$ cat src/rtl/assert_macros.svh
// Assertion macros used by the RTL top module.
`ifndef ASSERT_MACROS_SVH
`define ASSERT_MACROS_SVH

// The property must hold at every rising clock edge outside of reset.
`define DEOF_ASSERT(name, prop) \
	name: assert property (@(posedge clk) disable iff (!arst_n) prop) \
		else $error("deof assertion failed");

// The condition must never be true at a rising clock edge outside of reset.
`define DEOF_ASSERT_NEVER(name, cond) \
	name: assert property (@(posedge clk) disable iff (!arst_n) !(cond)) \
		else $error("deof forbidden condition seen");

`endif

$ cat src/rtl/deof_pkg.sv
`default_nettype none

package deof_pkg;

	localparam int FRAC_BITS = 15;
	localparam int ENV_W = FRAC_BITS + 1;
	localparam int CNT_W = $clog2(FRAC_BITS + 1);
	localparam logic [ENV_W-1:0] UNIT_LEVEL = ENV_W'(1) << FRAC_BITS;

	localparam int AMP_W = 16;
	localparam int RATE_W = 16;
	localparam int BIAS_W = 15;
	localparam int GAIN_W = 16;
	localparam int OUT_W = 16;
	localparam int CFG_IDX_W = 3;
	localparam int CFG_DATA_W = 16;

	localparam int RATE_FRAC = 16;
	localparam int BIAS_FRAC = 14;
	localparam int GAIN_SHIFT = 26;
	localparam int SMOOTH_SHIFT = 16;

	localparam int MUL_A_W = 32;
	localparam int MUL_B_W = 18;
	localparam int PROD_W = MUL_A_W + MUL_B_W;
	localparam int ACC_W = 33;

	localparam logic [RATE_W-1:0] SMOOTH_OLD = 16'd38011;
	localparam logic [RATE_W-1:0] SMOOTH_NEW = 16'd27525;

	localparam logic CMD_UPDATE = 1'b0;
	localparam logic CMD_CLEAR = 1'b1;

	localparam logic [CFG_IDX_W-1:0] REG_LEVEL_SCALE = 3'd0;
	localparam logic [CFG_IDX_W-1:0] REG_FAST_RISE = 3'd1;
	localparam logic [CFG_IDX_W-1:0] REG_FAST_FALL = 3'd2;
	localparam logic [CFG_IDX_W-1:0] REG_SLOW_RATE = 3'd3;
	localparam logic [CFG_IDX_W-1:0] REG_SLOW_BIAS = 3'd4;
	localparam logic [CFG_IDX_W-1:0] REG_ONSET_GAIN = 3'd5;
	localparam logic [CFG_IDX_W-1:0] REG_SMOOTH_EN = 3'd6;

	typedef logic [ENV_W-1:0] env_t;

endpackage

`default_nettype wire

$ cat src/rtl/dual_envelope_onset_follower_top.sv
// Channel   Direction  Handshake           Payload
// input     in         in_valid/in_stall   command, mean_amplitude
// result    out        out_valid/out_stall onset_level
// config    in         cfg_we              cfg_index, cfg_data
//
// An update transaction that needs the divider runs a restoring division, one quotient bit per
// cycle, then a sequence of steps on the shared multiplier before the result register loads.
// A level that saturates skips the division, and a clear goes straight to the output state.
// Input is accepted only in idle; a result waiting in the output register does not block it.
// Reset loads the register defaults and zeroes all three envelopes.
`default_nettype none
`include "assert_macros.svh"

module dual_envelope_onset_follower_top (
	input  logic                           clk,
	input  logic                           arst_n,
	input  logic                           in_valid,
	output logic                           in_stall,
	input  logic                           command,
	input  logic [deof_pkg::AMP_W-1:0]     mean_amplitude,
	output logic                           out_valid,
	input  logic                           out_stall,
	output logic [deof_pkg::OUT_W-1:0]     onset_level,
	input  logic                           cfg_we,
	input  logic [deof_pkg::CFG_IDX_W-1:0] cfg_index,
	input  logic [deof_pkg::CFG_DATA_W-1:0] cfg_data
);
	import deof_pkg::*;

	localparam logic [3:0] ST_IDLE   = 4'd0;
	localparam logic [3:0] ST_DIV    = 4'd1;
	localparam logic [3:0] ST_FAST   = 4'd2;
	localparam logic [3:0] ST_SLOW   = 4'd3;
	localparam logic [3:0] ST_SLOWUP = 4'd4;
	localparam logic [3:0] ST_BIAS   = 4'd5;
	localparam logic [3:0] ST_DIFF   = 4'd6;
	localparam logic [3:0] ST_GAIN   = 4'd7;
	localparam logic [3:0] ST_ONSET  = 4'd8;
	localparam logic [3:0] ST_SMO    = 4'd9;
	localparam logic [3:0] ST_SMN    = 4'd10;
	localparam logic [3:0] ST_SMSUM  = 4'd11;
	localparam logic [3:0] ST_OUT    = 4'd12;

	logic [3:0]                 state_q;
	logic [AMP_W-1:0]           level_scale_q;
	logic [RATE_W-1:0]          fast_rise_q;
	logic [RATE_W-1:0]          fast_fall_q;
	logic [RATE_W-1:0]          slow_rate_q;
	logic [BIAS_W-1:0]          slow_bias_q;
	logic [GAIN_W-1:0]          onset_gain_q;
	logic                       smooth_en_q;

	env_t                       fast_q;
	env_t                       slow_q;
	env_t                       sm_q;
	env_t                       level_q;
	env_t                       onset_q;
	logic [AMP_W-1:0]           rem_q;
	logic [CNT_W-1:0]           cnt_q;
	logic signed [PROD_W-1:0]   prod_q;
	logic signed [MUL_A_W-1:0]  diff_q;
	logic [ACC_W-2:0]           acc_q;
	logic                       out_valid_q;
	logic [OUT_W-1:0]           onset_level_q;

	logic [AMP_W-1:0]           scale_eff;
	logic                       in_take;
	logic [AMP_W:0]             rem2;
	logic                       rem_ge;
	logic [AMP_W:0]             rem_sub;
	logic signed [ENV_W:0]      env_diff;
	logic signed [MUL_A_W-1:0]  mul_a;
	logic signed [MUL_B_W-1:0]  mul_b;
	logic signed [PROD_W-1:0]   prod_c;
	env_t                       env_in;
	logic signed [PROD_W-1:0]   step_full;
	logic signed [ENV_W:0]      step_s;
	logic [ENV_W:0]             env_sum;
	env_t                       env_new;
	logic signed [MUL_A_W-1:0]  diff_c;
	logic [PROD_W-1:0]          gain_rnd;
	logic [PROD_W-GAIN_SHIFT-1:0] gain_res;
	env_t                       onset_c;
	logic [ACC_W-1:0]           smooth_sum;
	logic                       out_free;

	assign scale_eff = (level_scale_q == '0) ? AMP_W'(1) : level_scale_q;
	assign in_stall = (state_q != ST_IDLE);
	assign in_take = in_valid && !in_stall;
	assign out_free = !out_valid_q || !out_stall;
	assign out_valid = out_valid_q;
	assign onset_level = onset_level_q;

	assign rem2 = {rem_q, 1'b0};
	assign rem_ge = (rem2 >= {1'b0, scale_eff});
	assign rem_sub = rem2 - {1'b0, scale_eff};

	always_comb begin
		env_in = (state_q == ST_SLOW) ? fast_q : slow_q;
		env_diff = $signed({1'b0, level_q}) - $signed({1'b0, (state_q == ST_FAST) ? fast_q : slow_q});
		mul_a = '0;
		mul_b = '0;
		case (state_q)
			ST_FAST: begin
				mul_a = {{(MUL_A_W-ENV_W-1){env_diff[ENV_W]}}, env_diff};
				mul_b = {2'b00, (level_q > fast_q) ? fast_rise_q : fast_fall_q};
			end
			ST_SLOW: begin
				mul_a = {{(MUL_A_W-ENV_W-1){env_diff[ENV_W]}}, env_diff};
				mul_b = {2'b00, slow_rate_q};
			end
			ST_BIAS: begin
				mul_a = {{(MUL_A_W-ENV_W){1'b0}}, slow_q};
				mul_b = {3'b000, slow_bias_q};
			end
			ST_GAIN: begin
				mul_a = diff_q;
				mul_b = {2'b00, onset_gain_q};
			end
			ST_SMO: begin
				mul_a = {{(MUL_A_W-ENV_W){1'b0}}, sm_q};
				mul_b = {2'b00, SMOOTH_OLD};
			end
			ST_SMN: begin
				mul_a = {{(MUL_A_W-ENV_W){1'b0}}, onset_q};
				mul_b = {2'b00, SMOOTH_NEW};
			end
			default: begin
				mul_a = '0;
				mul_b = '0;
			end
		endcase
	end

	assign prod_c = mul_a * mul_b;

	assign step_full = (prod_q + PROD_W'(1 << (RATE_FRAC - 1))) >>> RATE_FRAC;
	assign step_s = step_full[ENV_W:0];
	assign env_sum = {1'b0, env_in} + step_s;
	assign env_new = env_sum[ENV_W-1:0];

	assign diff_c = $signed({2'b00, fast_q, {BIAS_FRAC{1'b0}}})
		- $signed({2'b00, prod_q[MUL_A_W-3:0]});

	assign gain_rnd = prod_q + PROD_W'(1 << (GAIN_SHIFT - 1));
	assign gain_res = gain_rnd[PROD_W-1:GAIN_SHIFT];

	always_comb begin
		if (diff_q[MUL_A_W-1] || (diff_q == '0)) begin
			onset_c = '0;
		end else if (gain_res > (PROD_W-GAIN_SHIFT)'(UNIT_LEVEL)) begin
			onset_c = UNIT_LEVEL;
		end else begin
			onset_c = gain_res[ENV_W-1:0];
		end
	end

	assign smooth_sum = {1'b0, acc_q} + {1'b0, prod_q[ACC_W-2:0]}
		+ ACC_W'(1 << (SMOOTH_SHIFT - 1));

	always_ff @(posedge clk or negedge arst_n) begin
		if (!arst_n) begin
			level_scale_q <= 16'd7200;
			fast_rise_q <= 16'd18350;
			fast_fall_q <= 16'd18350;
			slow_rate_q <= 16'd3932;
			slow_bias_q <= 15'd16384;
			onset_gain_q <= 16'd13107;
			smooth_en_q <= 1'b1;
		end else if (cfg_we) begin
			case (cfg_index)
				REG_LEVEL_SCALE: level_scale_q <= cfg_data;
				REG_FAST_RISE: fast_rise_q <= cfg_data;
				REG_FAST_FALL: fast_fall_q <= cfg_data;
				REG_SLOW_RATE: slow_rate_q <= cfg_data;
				REG_SLOW_BIAS: slow_bias_q <= cfg_data[BIAS_W-1:0];
				REG_ONSET_GAIN: onset_gain_q <= cfg_data;
				REG_SMOOTH_EN: smooth_en_q <= cfg_data[0];
				default: begin
				end
			endcase
		end
	end

	always_ff @(posedge clk or negedge arst_n) begin
		if (!arst_n) begin
			state_q <= ST_IDLE;
			fast_q <= '0;
			slow_q <= '0;
			sm_q <= '0;
			out_valid_q <= 1'b0;
		end else begin
			if ((state_q == ST_OUT) && out_free) begin
				out_valid_q <= 1'b1;
			end else if (out_valid_q && !out_stall) begin
				out_valid_q <= 1'b0;
			end
			case (state_q)
				ST_IDLE: begin
					if (in_take) begin
						if (command == CMD_CLEAR) begin
							fast_q <= '0;
							slow_q <= '0;
							sm_q <= '0;
							state_q <= ST_OUT;
						end else if (mean_amplitude >= scale_eff) begin
							level_q <= UNIT_LEVEL;
							state_q <= ST_FAST;
						end else begin
							rem_q <= mean_amplitude;
							level_q <= '0;
							cnt_q <= CNT_W'(FRAC_BITS - 1);
							state_q <= ST_DIV;
						end
					end
				end
				ST_DIV: begin
					rem_q <= rem_ge ? rem_sub[AMP_W-1:0] : rem2[AMP_W-1:0];
					level_q <= {level_q[ENV_W-2:0], rem_ge};
					cnt_q <= cnt_q - 1'b1;
					if (cnt_q == '0) begin
						state_q <= ST_FAST;
					end
				end
				ST_FAST: begin
					prod_q <= prod_c;
					state_q <= ST_SLOW;
				end
				ST_SLOW: begin
					fast_q <= env_new;
					prod_q <= prod_c;
					state_q <= ST_SLOWUP;
				end
				ST_SLOWUP: begin
					slow_q <= env_new;
					state_q <= ST_BIAS;
				end
				ST_BIAS: begin
					prod_q <= prod_c;
					state_q <= ST_DIFF;
				end
				ST_DIFF: begin
					diff_q <= diff_c;
					state_q <= ST_GAIN;
				end
				ST_GAIN: begin
					prod_q <= prod_c;
					state_q <= ST_ONSET;
				end
				ST_ONSET: begin
					onset_q <= onset_c;
					if (smooth_en_q) begin
						state_q <= ST_SMO;
					end else begin
						sm_q <= onset_c;
						state_q <= ST_OUT;
					end
				end
				ST_SMO: begin
					prod_q <= prod_c;
					state_q <= ST_SMN;
				end
				ST_SMN: begin
					acc_q <= prod_q[ACC_W-2:0];
					prod_q <= prod_c;
					state_q <= ST_SMSUM;
				end
				ST_SMSUM: begin
					sm_q <= smooth_sum[SMOOTH_SHIFT+ENV_W-1:SMOOTH_SHIFT];
					state_q <= ST_OUT;
				end
				ST_OUT: begin
					if (out_free) begin
						onset_level_q <= sm_q;
						state_q <= ST_IDLE;
					end
				end
				default: begin
					state_q <= ST_IDLE;
				end
			endcase
		end
	end

	// A result transaction appears only when the sequencer leaves its output state.
	`DEOF_ASSERT(a_out_from_seq, $rose(out_valid_q) |-> $past(state_q == ST_OUT))
	// The envelopes and the smoothed onset never pass 1.0.
	`DEOF_ASSERT_NEVER(a_env_range, (fast_q > UNIT_LEVEL) || (slow_q > UNIT_LEVEL) || (sm_q > UNIT_LEVEL))
	// The partial remainder stays below the divisor during the division.
	`DEOF_ASSERT(a_rem_below, (state_q == ST_DIV) |-> (rem_q < scale_eff))
	// A clear transaction produces a zero result.
	`DEOF_ASSERT(a_clear_zero, (in_take && (command == CMD_CLEAR)) |=> (sm_q == '0) && (state_q == ST_OUT))

endmodule

`default_nettype wire

$ cat config.mk
export PLATFORM = sky130hd
export DESIGN_NAME = dual_envelope_onset_follower_top
export DESIGN_NICKNAME = d
export VERILOG_FILES = /design/src/rtl/deof_pkg.sv /design/src/rtl/dual_envelope_onset_follower_top.sv
export VERILOG_INCLUDE_DIRS = /design/src /design/src/rtl
export SDC_FILE = /design/constraint.sdc
export NUM_CORES = 2
export LEC_CHECK = 0
export BUFFER_PORTS_ARGS = -buffer_cell sky130_fd_sc_hd__buf_2
export CORE_ASPECT_RATIO = 0.75
export CORE_MARGIN = 2
export CORE_UTILIZATION = 60
export CTS_CLUSTER_SIZE = 14
export DETAILED_ROUTE_END_ITERATION = 16
export GPL_TIMING_DRIVEN = 1
export PLACE_DENSITY = 0.85
export RECOVER_POWER = 100
export SETUP_SLACK_MARGIN = 0.2
export SLEW_MARGIN = 20
export SYNTH_ARGS = -nofsm -noshare
export SYNTH_HDL_FRONTEND = slang
export SYNTH_SLANG_ARGS = --single-unit
$ cat constraint.sdc
create_clock -name clk -period 29.4 [get_ports clk]
set_input_delay 4.41 -clock clk [delete_from_list [all_inputs] [get_ports clk]]
set_output_delay 4.41 -clock clk [all_outputs]
set_load 0.005 [all_outputs]
==> metrics.csv <==
stage,metric,value,unit
sta,relSlewSlack,-241,%
pwr,power.density,120,mW/mm²
finish,nets_finish,4589,
sta,timing.final.crit_period,14.79,ns
logic_synthesis,synth_flop_cell,sky130_fd_sc_hd__edfxtp_1,
clock_network,clock_latency,0.55,ns
setup_path,critical_path.n_buffers_inverters,4,
logic_synthesis,edff_count_synth,180,
logic_synthesis,synth_warnings,0,
outcome,violated_checks,"capacitance limit, slew limit",
sta,fmaxAchievable,67.6,MHz
sta,layout_worst_path_cycle_share,50.3,%
pwr,power_report.internal_total,2100,µW
finish,largest_register_ff_count,49,
drt,post_drt_via_cell_ratio,6.24,
clock_network,sink_count_of_the_clock_tree,329,
finish,register_with_the_most_flip_flops,prod_q,
global_route,track_usage,34.9,%
pwr,power.share.switching,54.9,%
pwr,power.static_leakage,0.0182,µW
setup_path,crit_path_start_kind,flip-flop,
sta,worst_clock_skew,0.0379,ns
clock_network,htree_levels,2,
flow_run,drv_cap,6,
global_route,grt_max_degree,100,
finish,final.fill_count,4636,
place,place.gp.congestion,1.02,
pwr,clkPwrFrac,9.6,%
floorplan,io-pin-count,59,
drt,routed_wire_length_per_instance,23.1,µm
logic_synthesis,synthCells,3788,
floorplan,rows,78,
drt,finalWirelength,107,mm
drt,drt_pass1_iterations,7,
floorplan,die_area,0.0631,mm²
logic_synthesis,ys_async_sr_fraction,45.3,%
finish,final-instance-count-excl-fill,4618,
floorplan,start_util,60.7,%
sta,max_transition_viols_final,329,
logic_synthesis,synth-seq-area-share,25.0,%
global_route,wire_length_of_the_first_global_routing_pass,166,mm
setup_path,critical_path_fanouts_max,55,
clock_network,cts-resized-gates,0,
clock_network,cts-root-buf,sky130_fd_sc_hd__clkbuf_16,
sta,grt_setup_unrepaired,no,
setup_path,critical_path.most_common_cell,sky130_fd_sc_hd__fa_1,
sta,finalHoldViolCount,0,
clock_network,post_cts_buffers,0,
clock_network,cts_hold_buffers,0,
finish,post_route_cells_drive_above_1_share,7.36,%
sta,setup_tns,0,ns
global_route,grt-ovfl-total,0,
pwr,sequentialPowerShare,19.1,%
finish,area_growth_syn_to_layout,5.89,%
sta,tightestPinTransition,5.11,ns
outcome,result_of_the_run,finished with violations,
drt,detailedRoute.firstIterationViolations,3851,
clock_network,cts-root-to-sink-buffers,3,
pwr,vdd_drop_max,74.7,µV
pwr,netSwitchingPower,2560,µW
logic_synthesis,ys_seq_elements,329,
drt,drc,0,
setup_path,critical_path_s_top_delay_family,compound AO/OA/AOI/OAI gates,
clock_network,clk_transition_reported_paths,0.07,ns
place,placed_cells,4555,
global_route,grt_antenna_before_repair,2,
floorplan,chipHeight,218,µm
logic_synthesis,avgSynthCellArea,9.68,µm²
place,dpl.hpwl,82.7,mm
setup_path,worstPathArrival,15.09,ns
setup_path,worst_path_required,29.70,ns
logic_synthesis,synthesis.nets,4586,
floorplan,design.core.area,0.0604,mm²
pwr,combPwrFrac,71.3,%
setup_path,crit_type,flip-flop to flip-flop,
setup_path,critPathMaxStageDelay,1.82,ns
sta,whs,0.507,ns
sta,final_setup_viols,0,
drt,dr_vias,28795,
drt,antenna_left,0,
setup_path,worst_setup_path_end_kind,flip-flop,
clock_network,cts_made_buffers,34,
finish,reg.largest.list,"prod_q: 49 flops, acc_q: 32 flops, diff_q: 31 flops",
floorplan,die_x,289,µm
logic_synthesis,synth_cell_types,83,
logic_synthesis,synth_area,0.0367,mm²
clock_network,tritoncts,built,
global_route,grt_pass1_vias,28678,
min_path,hold_path_class,flip-flop to flip-flop,
place,placement.io_buffers,58,
setup_path,crit_path_top_delay_cell,sky130_fd_sc_hd__clkbuf_1,
-- power by group through the flow --
stage	sequential, µW	clock [µW]	combinational, µW
after floorplan	781	0	2200
after global placement	874	0	3080
after detailed placement	879	0	3140
after CTS	875	447	3200
after global routing	895	466	3590
final	892	446	3320
-- worst register-to-register path: cells and delay by family (launching register included) --
kind	cells	cell delay, ns
buf+inv	4	2.92
simple gates	6	1.61
fa+ha+maj	9	3.93
xor+xnor	1	0.11
compound gates	15	4.83
flops	1	0.74
mux	1	0.40
-- layout by cell type (no fill, tap or decap), drive strengths merged, types with 15 or more instances in the layout --
cell type | netlist | layout
mux2 | 101 | 101
a21o | 72 | 72
xor2 | 44 | 44
nand2b | 27 | 27
a21oi | 165 | 165
and2 | 24 | 24
xnor2 | 121 | 121
a22oi | 43 | 43
edfxtp | 180 | 180
a22o | 30 | 30
inv | 657 | 659
dfrtp | 109 | 109
dfstp | 40 | 40
and3 | 27 | 27
clkbuf | 107 | 97
nand2 | 382 | 382
buf | 32 | 59
nor2 | 371 | 371
nor2b | 22 | 22
nor4 | 18 | 18
nor3 | 41 | 41
ha | 275 | 275
o21a | 31 | 31
o21ai | 80 | 80
mux2i | 35 | 35
nand3 | 47 | 47
nand4 | 27 | 27
fa | 482 | 482
o21bai | 15 | 15
o211ai | 15 | 15
-- metal layers --
layer	GRT usage [%]	up-vias	wire length, µm
li1	-	12374	-
met1	50.4	14154	42200
met2	50.0	1965	44400
met3	11.2	300	16000
met4	11.2	2	4100
met5	0	-	12
-- synthesized netlist by cell type (44+ instances only) --
| cell type | count | area (µm²) |
|---|---|---|
| sky130_fd_sc_hd__edfxtp_1 | 180 | 5410 |
| sky130_fd_sc_hd__nand2_1 | 382 | 1430 |
| sky130_fd_sc_hd__inv_1 | 657 | 2470 |
| sky130_fd_sc_hd__clkbuf_1 | 107 | 402 |
| sky130_fd_sc_hd__fa_1 | 482 | 9650 |
| sky130_fd_sc_hd__mux2_2 | 101 | 1140 |
| sky130_fd_sc_hd__o21ai_0 | 78 | 390 |
| sky130_fd_sc_hd__nand3_1 | 46 | 230 |
| sky130_fd_sc_hd__xnor2_1 | 121 | 1060 |
| sky130_fd_sc_hd__a21o_1 | 70 | 526 |
| sky130_fd_sc_hd__nor2_1 | 370 | 1390 |
| sky130_fd_sc_hd__xor2_1 | 44 | 385 |
| sky130_fd_sc_hd__ha_1 | 275 | 3440 |
| sky130_fd_sc_hd__dfrtp_1 | 109 | 2730 |
| sky130_fd_sc_hd__a21oi_1 | 164 | 821 |
-- metrics by stage --
stage	instance area [µm²]	total power, µW	util [%]	setup slack, ns
final	38800	4660	64.3	14.61
after global routing	38800	4950	64.3	13.58
after CTS	39000	4520	64.5	17.17
after detailed placement	37900	4020	62.7	17.31
after global placement	37900	3950	62.7	17.69
after floorplan	36700	2980	-	18.96
-- worst paths after layout --
check	slack [ns]	endpoint	startpoint	depth (start not counted)
setup / recovery	14.61	prod_q[47]	state_q[3]	36
hold / removal	0.51	slow_rate_q[1]	slow_rate_q[1]	1
setup reg to reg	14.61	prod_q[47]	state_q[3]	36
hold reg to reg	0.51	slow_rate_q[1]	slow_rate_q[1]	1
max in group asynchronous	19.22	sm_q[9]	arst_n	2
min in group asynchronous	5.68	state_q[0]	arst_n	1
-- kinds of logic after synthesis --
group	count (synthesis)	synth area share, %
adder cells (fa/ha/maj)	757	35.7
AND/OR/NAND/NOR	1031	12.4
buffers and inverters	796	8.27
flip-flops	329	25.0
multiplexers	136	4.06
XOR/XNOR	165	3.94
AO/OA/AOI/OAI	574	10.6
-- area by class of cell --
| cell class | count | area [µm²] | area share, % |
|---|---|---|---|
| flip-flops and latches | 329 | 9180 | 23.6 |
| clock inverters | 12 | 153 | 0.393 |
| repair buffers | 106 | 554 | 1.43 |
| inverters | 657 | 2470 | 6.35 |
| clock buffers | 50 | 973 | 2.51 |
| diodes | 1 | 2.50 | 0.00644 |
| well taps | 800 | 1000 | 2.58 |
| multi-input cells | 2663 | 24500 | 63.1 |
(Power assumes the default switching activity.)
